$ cat config.mk
export PLATFORM = sky130hd
export DESIGN_NAME = binary_confusion_metrics_unit
export DESIGN_NICKNAME = d
export VERILOG_FILES = /design/src/hdl/bcm_pkg.sv /design/src/hdl/bcm_front.sv /design/src/hdl/bcm_queue.sv /design/src/hdl/bcm_back.sv /design/src/hdl/binary_confusion_metrics_unit.sv
export SDC_FILE = /design/constraint.sdc
export NUM_CORES = 2
export LEC_CHECK = 0
export ABC_AREA = 1
export BUFFER_PORTS_ARGS = -buffer_cell sky130_fd_sc_hd__buf_2
export CORE_MARGIN = 2
export CORE_UTILIZATION = 55
export CTS_CLUSTER_SIZE = 20
export DETAILED_ROUTE_END_ITERATION = 8
export MAX_ROUTING_LAYER = met4
export PLACE_DENSITY_LB_ADDON = 0.12
export SLEW_MARGIN = 15
export SYNTH_ARGS = -nofsm -noshare
export SYNTH_HDL_FRONTEND = slang
export SYNTH_SLANG_ARGS = --single-unit
$ cat constraint.sdc
create_clock -name clk -period 29.3 [get_ports clk]
set_clock_uncertainty 0.15 [all_clocks]
set_input_delay 5.86 -clock clk [delete_from_list [all_inputs] [get_ports clk]]
set_output_delay 5.86 -clock clk [all_outputs]
set_load 0.05 [all_outputs]
$ cat src/hdl/bcm_pkg.sv
// Shared constants for the binary confusion metrics unit.
// No dependencies; imported by every module of the block.
`default_nettype none
package bcm_pkg;
  localparam int COUNT_WIDTH_DEF = 32;
  localparam int FRAC_BITS = 16;
  localparam int RATIO_W = FRAC_BITS + 1;
  localparam int FIELD_W = 32;
  localparam logic signed [15:0] THRESH_RESET = 16'sd2048;
  localparam logic [RATIO_W-1:0] Q_ONE = RATIO_W'(1 << FRAC_BITS);

  // ratio slot codes, in order of evaluation
  localparam logic [2:0] R_SENS = 3'd0;
  localparam logic [2:0] R_SPEC = 3'd1;
  localparam logic [2:0] R_HARM = 3'd2;
  localparam logic [2:0] R_PREC = 3'd3;
  localparam logic [2:0] R_F1   = 3'd4;
endpackage
`default_nettype wire

$ cat src/hdl/bcm_front.sv
// Front end: threshold register, classification and the four batch counters.
// Depends on bcm_pkg; pushes finished batch counts toward the queue.
`default_nettype none
module bcm_front import bcm_pkg::*; #(
  parameter int CW = COUNT_WIDTH_DEF
) (
  input  wire logic              clk,
  input  wire logic              rst,
  input  wire logic              cfg_we,
  input  wire logic [15:0]       cfg_wdata,
  input  wire logic              in_valid,
  output logic                   in_ready,
  input  wire logic signed [15:0] score,
  input  wire logic signed [7:0]  label,
  input  wire logic              last,
  input  wire logic              q_full,
  output logic                   push,
  output logic [4*CW-1:0]        push_data
);
  logic signed [15:0] thr;
  logic [CW-1:0] tp, fn, tn, fp;
  logic [CW-1:0] tp_next, fn_next, tn_next, fp_next;
  logic pred, pos, acc;

  function automatic logic [CW-1:0] sat_inc(input logic [CW-1:0] c);
    sat_inc = (&c) ? c : c + CW'(1);
  endfunction

  assign in_ready = !q_full;
  assign acc = in_valid && in_ready;
  assign pred = score >= thr;
  assign pos = label > 8'sd0;

  // one counter bumps per request
  always_comb begin
    tp_next = tp; fn_next = fn; tn_next = tn; fp_next = fp;
    if (pos && pred) tp_next = sat_inc(tp);
    if (pos && !pred) fn_next = sat_inc(fn);
    if (!pos && !pred) tn_next = sat_inc(tn);
    if (!pos && pred) fp_next = sat_inc(fp);
  end

  assign push = acc && last;
  assign push_data = {tp_next, fn_next, tn_next, fp_next};

  always_ff @(posedge clk) begin
    if (rst) begin
      thr <= THRESH_RESET;
      tp <= '0; fn <= '0; tn <= '0; fp <= '0;
    end else begin
      if (cfg_we) thr <= cfg_wdata;
      if (acc) begin
        if (last) begin
          tp <= '0; fn <= '0; tn <= '0; fp <= '0;
        end else begin
          tp <= tp_next; fn <= fn_next; tn <= tn_next; fp <= fp_next;
        end
      end
    end
  end
endmodule
`default_nettype wire

$ cat src/hdl/bcm_queue.sv
// Two-entry queue of batch counts between front and back.
// Depends on bcm_pkg for defaults only.
`default_nettype none
module bcm_queue import bcm_pkg::*; #(
  parameter int CW = COUNT_WIDTH_DEF
) (
  input  wire logic            clk,
  input  wire logic            rst,
  input  wire logic            push,
  input  wire logic [4*CW-1:0] push_data,
  input  wire logic            pop,
  output logic                 full,
  output logic                 q_valid,
  output logic [4*CW-1:0]      q_data
);
  logic [4*CW-1:0] mem [2];
  logic wr_ptr, rd_ptr;
  logic [1:0] fill;

  assign full = fill == 2'd2;
  assign q_valid = fill != 2'd0;
  assign q_data = mem[rd_ptr];

  always_ff @(posedge clk) begin
    if (push) mem[wr_ptr] <= push_data;
  end

  // pointers and fill level
  always_ff @(posedge clk) begin
    if (rst) begin
      wr_ptr <= 1'b0; rd_ptr <= 1'b0; fill <= 2'd0;
    end else begin
      if (push) wr_ptr <= !wr_ptr;
      if (pop) rd_ptr <= !rd_ptr;
      if (push && !pop) fill <= fill + 2'd1;
      else if (pop && !push) fill <= fill - 2'd1;
    end
  end
endmodule
`default_nettype wire

$ cat src/hdl/bcm_back.sv
// Back end: serial multiplier and shared restoring divider for the five ratios.
// Depends on bcm_pkg; pops batch counts from the queue, drives the result.
`default_nettype none
module bcm_back import bcm_pkg::*; #(
  parameter int CW = COUNT_WIDTH_DEF
) (
  input  wire logic             clk,
  input  wire logic             rst,
  input  wire logic             q_valid,
  input  wire logic [4*CW-1:0]  q_data,
  output logic                  pop,
  output logic                  out_valid,
  input  wire logic             out_ready,
  output logic [RATIO_W-1:0]    sensitivity,
  output logic [RATIO_W-1:0]    specificity,
  output logic [RATIO_W-1:0]    harmonic_mean,
  output logic [RATIO_W-1:0]    precision_ratio,
  output logic [RATIO_W-1:0]    f1_ratio,
  output logic [FIELD_W-1:0]    true_pos_count,
  output logic [FIELD_W-1:0]    false_neg_count,
  output logic [FIELD_W-1:0]    true_neg_count,
  output logic [FIELD_W-1:0]    false_pos_count
);
  localparam int DW = 2 * CW + 2;
  localparam int MCW = $clog2(CW);
  localparam int XW = (CW > FIELD_W) ? CW : FIELD_W;

  typedef enum logic [2:0] {
    ST_IDLE, ST_MUL, ST_LOAD, ST_CHK, ST_RUN, ST_STORE, ST_OUT
  } state_t;

  state_t state;
  logic [CW-1:0] tp, fn, tn, fp, mb_tn, mb_tp;
  logic [CW:0] p, n;
  logic [2*CW-1:0] sh_tp, acc_tt;
  logic [2*CW:0] sh_p, sh_n, acc_pt, acc_nt;
  logic [MCW-1:0] mcnt;
  logic [DW-1:0] num, den, sel_num, sel_den;
  logic [DW:0] rem, rem2;
  logic [FRAC_BITS-1:0] q;
  logic [3:0] step;
  logic [2:0] idx;
  logic [RATIO_W-1:0] ratio_val;
  logic store;

  function automatic logic [FIELD_W-1:0] sat32(input logic [CW-1:0] v);
    logic [XW-1:0] x;
    x = XW'(v);
    sat32 = (x > XW'({FIELD_W{1'b1}})) ? '1 : x[FIELD_W-1:0];
  endfunction

  assign pop = (state == ST_IDLE) && q_valid;
  assign out_valid = state == ST_OUT;
  assign true_pos_count = sat32(tp);
  assign false_neg_count = sat32(fn);
  assign true_neg_count = sat32(tn);
  assign false_pos_count = sat32(fp);

  // operand pair for the current ratio slot
  always_comb begin
    case (idx)
      R_SENS: begin sel_num = DW'(tp); sel_den = DW'(p); end
      R_SPEC: begin sel_num = DW'(tn); sel_den = DW'(n); end
      R_HARM: begin
        sel_num = DW'({acc_tt, 1'b0});
        sel_den = DW'(acc_pt) + DW'(acc_nt);
      end
      R_PREC: begin sel_num = DW'(tp); sel_den = DW'(tp) + DW'(fp); end
      R_F1: begin
        sel_num = DW'({tp, 1'b0});
        sel_den = DW'({tp, 1'b0}) + DW'(fp) + DW'(fn);
      end
      default: begin sel_num = '0; sel_den = '0; end
    endcase
  end

  assign rem2 = {rem[DW-1:0], 1'b0};

  always_ff @(posedge clk) begin
    if (rst) begin
      state <= ST_IDLE;
      idx <= R_SENS;
      store <= 1'b0;
    end else begin
      store <= 1'b0;
      case (state)
        // take a batch and set up the three products
        ST_IDLE: if (q_valid) begin
          tp <= q_data[4*CW-1:3*CW];
          fn <= q_data[3*CW-1:2*CW];
          tn <= q_data[2*CW-1:CW];
          fp <= q_data[CW-1:0];
          state <= ST_MUL;
          mcnt <= '0;
          idx <= R_SENS;
          p <= {1'b0, q_data[4*CW-1:3*CW]} + {1'b0, q_data[3*CW-1:2*CW]};
          n <= {1'b0, q_data[2*CW-1:CW]} + {1'b0, q_data[CW-1:0]};
          sh_tp <= (2*CW)'(q_data[4*CW-1:3*CW]);
          sh_p <= (2*CW+1)'({1'b0, q_data[4*CW-1:3*CW]} + {1'b0, q_data[3*CW-1:2*CW]});
          sh_n <= (2*CW+1)'({1'b0, q_data[2*CW-1:CW]} + {1'b0, q_data[CW-1:0]});
          mb_tn <= q_data[2*CW-1:CW];
          mb_tp <= q_data[4*CW-1:3*CW];
          acc_tt <= '0; acc_pt <= '0; acc_nt <= '0;
        end
        // shift-add: TP*TN, P*TN, N*TP one multiplier bit a cycle
        ST_MUL: begin
          if (mb_tn[0]) begin
            acc_tt <= acc_tt + sh_tp;
            acc_pt <= acc_pt + sh_p;
          end
          if (mb_tp[0]) acc_nt <= acc_nt + sh_n;
          sh_tp <= {sh_tp[2*CW-2:0], 1'b0};
          sh_p <= {sh_p[2*CW-1:0], 1'b0};
          sh_n <= {sh_n[2*CW-1:0], 1'b0};
          mb_tn <= {1'b0, mb_tn[CW-1:1]};
          mb_tp <= {1'b0, mb_tp[CW-1:1]};
          mcnt <= mcnt + MCW'(1);
          if (mcnt == MCW'(CW - 1)) state <= ST_LOAD;
        end
        ST_LOAD: begin
          num <= sel_num;
          den <= sel_den;
          state <= ST_CHK;
        end
        // zero and unity cases skip the iterations
        ST_CHK: begin
          if (num == '0 || den == '0) begin
            ratio_val <= '0; store <= 1'b1;
            state <= ST_STORE;
          end else if (num >= den) begin
            ratio_val <= Q_ONE; store <= 1'b1;
            state <= ST_STORE;
          end else begin
            rem <= {1'b0, num};
            q <= '0;
            step <= '0;
            state <= ST_RUN;
          end
        end
        // one quotient bit a cycle; last bit goes straight into ratio_val
        ST_RUN: begin
          if (rem2 >= {1'b0, den}) begin
            rem <= rem2 - {1'b0, den};
            q <= {q[FRAC_BITS-2:0], 1'b1};
          end else begin
            rem <= rem2;
            q <= {q[FRAC_BITS-2:0], 1'b0};
          end
          step <= step + 4'd1;
          if (step == 4'(FRAC_BITS - 1)) begin
            ratio_val <= {1'b0, q[FRAC_BITS-2:0], (rem2 >= {1'b0, den})};
            store <= 1'b1;
            state <= ST_STORE;
          end
        end
        // slot result is filed this cycle
        ST_STORE: ;
        ST_OUT: if (out_ready) state <= ST_IDLE;
        default: state <= ST_IDLE;
      endcase
      // ratio finished: file it and move to next slot
      if (store) begin
        if (idx == R_F1) state <= ST_OUT;
        else begin
          idx <= idx + 3'd1;
          state <= ST_LOAD;
        end
      end
    end
  end

  // result registers, filled one slot at a time
  always_ff @(posedge clk) begin
    if (store) begin
      case (idx)
        R_SENS: sensitivity <= ratio_val;
        R_SPEC: specificity <= ratio_val;
        R_HARM: harmonic_mean <= ratio_val;
        R_PREC: precision_ratio <= ratio_val;
        R_F1: f1_ratio <= ratio_val;
        default: ;
      endcase
    end
  end
endmodule
`default_nettype wire

$ cat src/hdl/binary_confusion_metrics_unit.sv
// Binary confusion metrics unit: counts one request per cycle, one result per batch.
// From the last request to result, the batch passes the serial multiplier (one bit a
// cycle) and then the shared divider, which computes the five ratios one after another.
// Throughput: one request per cycle while the queue has room; two finished batches
// queue while the back end works; the back end takes a new batch only once idle.
// Synchronous reset clears counters, queue and sequencer; threshold resets to 2048.
`default_nettype none
module binary_confusion_metrics_unit import bcm_pkg::*; #(
  parameter int COUNT_WIDTH = COUNT_WIDTH_DEF
) (
  input  wire logic               clk,
  input  wire logic               rst,
  input  wire logic               cfg_we,
  input  wire logic [15:0]        cfg_wdata,
  input  wire logic               in_valid,
  output logic                    in_ready,
  input  wire logic signed [15:0] score,
  input  wire logic signed [7:0]  label,
  input  wire logic               last,
  output logic                    out_valid,
  input  wire logic               out_ready,
  output logic [RATIO_W-1:0]      sensitivity,
  output logic [RATIO_W-1:0]      specificity,
  output logic [RATIO_W-1:0]      harmonic_mean,
  output logic [RATIO_W-1:0]      precision_ratio,
  output logic [RATIO_W-1:0]      f1_ratio,
  output logic [FIELD_W-1:0]      true_pos_count,
  output logic [FIELD_W-1:0]      false_neg_count,
  output logic [FIELD_W-1:0]      true_neg_count,
  output logic [FIELD_W-1:0]      false_pos_count
);
  logic q_full, push, pop, q_valid;
  logic [4*COUNT_WIDTH-1:0] push_data, q_data;

  bcm_front #(.CW(COUNT_WIDTH)) u_front (
    .clk, .rst, .cfg_we, .cfg_wdata, .in_valid, .in_ready,
    .score, .label, .last, .q_full, .push, .push_data
  );

  bcm_queue #(.CW(COUNT_WIDTH)) u_queue (
    .clk, .rst, .push, .push_data, .pop, .full(q_full), .q_valid, .q_data
  );

  bcm_back #(.CW(COUNT_WIDTH)) u_back (
    .clk, .rst, .q_valid, .q_data, .pop, .out_valid, .out_ready,
    .sensitivity, .specificity, .harmonic_mean, .precision_ratio, .f1_ratio,
    .true_pos_count, .false_neg_count, .true_neg_count, .false_pos_count
  );
endmodule
`default_nettype wire

# Yosys cells after proc, flatten, opt, wreduce, memory -nomap -nowiden
# Memories as Yosys holds them, arrays and structs flattened. A register that Yosys moved wholly into a read port is not among the register bits.
# Cells that the tools add are included.
[op_classes]
eq_ne = 25
bitwise_logic = 1
magnitude_cmp = 8
n_reduce_logical = 43
addsub = 21
mux = 76
[ops]
columns = ["operator", "count"]
rows = [
  ["2-to-1 mux 32 bit", 18],
  ["case mux 65 bit (2 select lines)", 4],
  ["case mux 66 bit (5 select lines)", 1],
  ["2-to-1 mux 65 bit", 5],
  ["case mux 65 bit (4 select lines)", 1],
  ["case mux 64 bit (2 select lines)", 2],
  ["2-to-1 mux 66 bit", 3],
  ["2-to-1 mux 64 bit", 3],
  ["adder 32 x 32 -> 33 bit", 5],
  ["logical NOT 66 bit", 2],
  ["case mux 66 bit (2 select lines)", 1],
  ["adder 65 bit", 2],
  ["adder 32 x 1 -> 32 bit (second input constant)", 4],
  ["greater-than comparator 32 bit (second input constant)", 4],
  ["case mux 32 bit (2 select lines)", 2],
  ["AND reduction 32 bit", 4],
  [">= comparator 67 x 66 -> 1 bit", 1],
  ["adder 65 x 65 -> 66 bit", 1],
  ["adder 66 x 32 -> 66 bit", 1],
  [">= comparator 66 bit", 1],
  ["subtractor 66 bit", 1],
  ["adder 64 bit", 1],
  ["2-to-1 mux 17 bit", 3],
  ["adder 33 x 32 -> 34 bit", 1],
  ["39 further kinds", 103],
]
[word_totals]
ramBits = 256
memories = 1
ff_bits = 1125
word_cells = 212
input_bits = 46
[memory_table]
columns = ["name", "words", "width", "read_ports", "rd_ports_with_merged_regs", "wr", "line", "text"]
rows = [
  ["u_queue.mem", 2, 128, 1, 1, 1, "bcm_queue.sv:16", "logic [4*CW-1:0] mem [2];"],
]

# Logic depth before layout (Yosys ltp)
[depth]
word_depth = 8
mapped_depth = 26
ltp_nobuf = 26

# Hierarchy
# Synthesis repeated with hierarchy kept, for this count alone.
[hier_totals]
cells_unflattened = 11485
hier_area_um2 = 91370.1
[by_module_without_submodules]
columns = ["mod", "area_per_inst_um2", "instances", "cells_each"]
rows = [
  ["bcm_back", 70754.1, 1, 9131],
  ["bcm_front", 11083.1, 1, 1923],
  ["bcm_queue", 9532.9, 1, 431],
]

# Worst setup path before layout
# Ideal clock, no wire load.
[synth_path]
kind = "input -> register"
from = "in rst"
to = "reg u_back.acc_pt[0] (enable)"
setup_slack_ns = 3.233
t_required_ns = 28.532
cell_stages = 4
t_arrival_ns = 25.299
path_buffers = 1
cell_sequence = "clkbuf_1 -> a21oi_1 -> inv_1 -> nor2_1"
[synth_via]
elab_chain_len = 2
[synth_rtl]
columns = ["element", "line", "text"]
rows = [
  ["start: declaration", "binary_confusion_metrics_unit.sv:12", "input wire logic rst,"],
  ["NOT 1 bit (no source line)", "--", ""],
  ["AND reduction 4 bit (no source line)", "--", ""],
  ["end signal: assignment", "bcm_back.sv:109", "acc_pt <= acc_pt + sh_p;"],
  ["end: declaration", "bcm_back.sv:36", "logic [2*CW:0] sh_p, sh_n, acc_pt, acc_nt;"],
]
# Every way passes these cells.
# A chain may end at the register's enable or synchronous reset.

# Worst setup path in the final report
[layout_path]
from = "in rst"
to = "reg u_back.mb_tn[15] (enable)"
[layout_via]
elab_chain_len = 2
[layout_rtl]
columns = ["element", "line", "text"]
rows = [
  ["NOT 1 bit (no source line)", "--", ""],
  ["AND reduction 3 bit (no source line)", "--", ""],
  ["end signal: assignment", "bcm_back.sv:101", "mb_tn <= q_data[2*CW-1:CW];"],
  ["end signal: assignment", "bcm_back.sv:115", "mb_tn <= {1'b0, mb_tn[CW-1:1]};"],
  ["end: declaration", "bcm_back.sv:33", "logic [CW-1:0] tp, fn, tn, fp, mb_tn, mb_tp;"],
]
# Every way passes these cells.

==> metrics.txt <==
R2R depth 22; Pleak approximately 44 nW; synth unique cells 60; critical path launch point type primary input; DP Worst Slack approximately 19,000 ps; Root Driver clkbuf_16; Setup Crit Path Kind primary input to flop; clock tree buffer depth 3; unrepaired setup endpoints after global routing no; arrival time of the worst setup path between 9000 and 10,000 ps; core area between 150,000 and 200,000 µm²; failing checks design-rule violations; warnings from Yosys 0; top_reg_cell synth edfxtp_1; IO Count between 200 and 300; vias in the first global route ~84,000; max cap viols 0; largest family of logic cells by synthesized area simple AND/OR/NAND/NOR gates; routed wire length per instance 25.0 µm; internal power 5.61 mW; first-pass GRT wire length around 530 mm; DPL Wire Length ~290 mm; clock network power share 17.6%; row count 151; global router's overall resource usage 42.7%; Switching Fraction between 50 and 60%; Sw Pwr around 5.7 mW; combinational share of power a little over half; DRC viols 9; status complete, but fails checks; xor/xnor share of the synthesized area between 1.5 and 2%; DRT Pass-1 Iters 9; worst-margin pin slew between 1000 and 1500 ps; First DRT Iteration DRCs 11,625; Routed WL about 370 mm; PD cells 111 nW/µm²; Synth Area in Compound Gates between 10% and 20%; flop2flop setup slack 23,470 ps; Layout Cells excl Fill roughly 15,000; Post-Synth Adder-Cell Area under 10%; Hold Path Class flop to flop; final critical-path required period just over 9000 ps; Slew headroom 7.80%; Total Neg Setup Slack 0 ps; Routed Antenna Nets 0; Final period util 31.0%; Max rail drop VDD around 0.070 mV; RR Startpoint u_back.fp[1]; crit path capture u_back.mb_tn[15]; Design Area, Final 102,000 µm²; grt ovf 0; most common cell after layout, fill and taps aside nand2_1; average cell area after synthesis about 7.7 µm²; CTS tree yes; post-synthesis sequential area ratio around 43%; endpoints failing setup 0; placed cell count approximately 14,000; Die X between 400 and 500 µm; Data required, critical path approximately 30,000 ps; simple-gate share of the synthesized area between 20% and 30%; Slew Viols, Final 0; Clock Latency Late Sink ~860 ps; fillers 15,285; routed vias ~89,000; Area Growth Syn to Fin 9.44%; clock slew at reported path FFs roughly 60 ps; FFs w/ async S/R, synth 0%; Post-CTS Setup Bufs 0; largest net degree at the start of global routing ~110; Yosys reg bits 1,381; layout cells sized above 1 around 6.2%; Post-Syn Nets approximately 13,000; reg2reg end u_back.den[32]; die height about 420 µm; Syn Std Cell Area between 90,000 and 100,000 µm²; critical path peak fanout 80; most frequent cells in the layout 3,278 x nand2_1, 1,540 x inv_1, 1,460 x nor2_1; Reg area ~40,000 µm²; Multi-input gate area approximately 47,000 µm²; Sink Count about 1,400; Worst Setup End Kind flop; Final Hold Fails 0; total CTS buffers between 150 and 200; EDFF count, synth between 1,000 and 1,500; Post-CTS Hold Buffers 0; post-CTS sizing 0; Post-DP Area around 97,000 µm²; # nets final 13,067; Starting Density between 50% and 60%; initial antenna violation count 26; IO Port Bufs 260; Mapped Cells about 12,000; Critical Path Source rst; Max Clock Freq 110 MHz; H-tree Lvls 4; Vias/cell 6.04; Final WS setup between 20,000 and 25,000 ps; multiplexer share of the synthesized area between 1 and 1.5%; sequential power share between 20% and 30%; Layout Utilization about three fifths; Placer Congestion ~1.1; total die area between 150,000 and 200,000 µm²
## area by class of cell
| class | instances | area share, % |
|---|---|---|
| Timing Repair Buffer | 321 | 1.72 |
| Antenna cell | 20 | 0.0489 |
| Inverter | 1563 | 5.73 |
| Sequential cell | 1381 | 39.0 |
| Multi-Input combinational cell | 9012 | 45.8 |
| Clock buffer | 188 | 3.98 |
| Tap cell | 2218 | 2.71 |
| Clock inverter | 95 | 1.02 |
## state kept, by name, summed over array words and instances (netlist names), 33 cells and up, named ones only
name	flops
u_back.acc_nt	65
u_back.acc_pt	65
u_back.acc_tt	64
u_back.den	66
u_back.n	33
u_back.num	65
u_back.p	33
u_back.rem	66
u_back.sh_n	65
u_back.sh_p	65
u_back.sh_tp	64
u_queue.mem	256
## per-layer routing
| layer | share of wire (%) | GRT usage (%) |
|---|---|---|
| met1 | 38 | 52.9 |
| met2 | 44 | 64.3 |
| met3 | 10 | 8.13 |
| met4 | 7.6 | 27.2 |
| met5 | 0 | - |
## stage by stage
step | hold slack (ps) | power, mW
finish | 322 | 11.4
global route | 351 | 11.9
CTS | 321 | 11.1
detailed placement | 311 | 9.11
global placement | 283 | 9.05
floorplan | 276 | 6.94
## power groups by stage
stage                     clock (mW)  combinational [mW]  sequential, mW
after floorplan                    0                3.68            3.26
after global placement             0                5.79            3.26
after detailed placement           0                5.84            3.27
after CTS                       2.00                5.89            3.23
after global routing            2.07                6.55            3.26
final                           2.00                6.10            3.26
## cell usage after synthesis, types with 121 or more instances
cell type | number | area share (%)
mux2_2 | 121 | 1.5
edfxtp_1 | 1225 | 39
a21oi_1 | 1079 | 5.8
clkbuf_1 | 172 | 0.69
inv_1 | 1542 | 6.2
dfxtp_1 | 156 | 3.3
nand2_1 | 3282 | 13
nand3_1 | 684 | 3.7
nor3_1 | 153 | 0.82
ha_1 | 579 | 7.7
nand3b_1 | 127 | 1.0
nor2_1 | 1472 | 5.9
o21ai_0 | 611 | 3.3
## critical path: stages
cell and delay [ps]:
buf_4 320, a21oi_4 690, buf_4 730, buf_4 700
buf_4 900
## logic make-up after synthesis
logic type | Yosys count
compound gates | 2120
xor+xnor | 165
fa+ha+maj | 589
buf+inv | 1804
flops | 1381
mux | 121
simple gates | 6017
## worst min path at each step
stage               startpoint              end  slack (ps)  cells after the start
2_1_floorplan   u_queue.rd_ptr             flop         280                      1
3_3_place_gp    u_queue.rd_ptr             flop         280                      1
3_5_place_dp   u_front.thr[11]  u_front.thr[11]         310                      2
4_1_cts         u_front.thr[9]   u_front.thr[9]         320                      2
5_1_grt         u_queue.rd_ptr             flop         350                      1
6_report        u_front.thr[9]   u_front.thr[9]         320                      2
No activity file was read; power rests on OpenSTA's default activity.
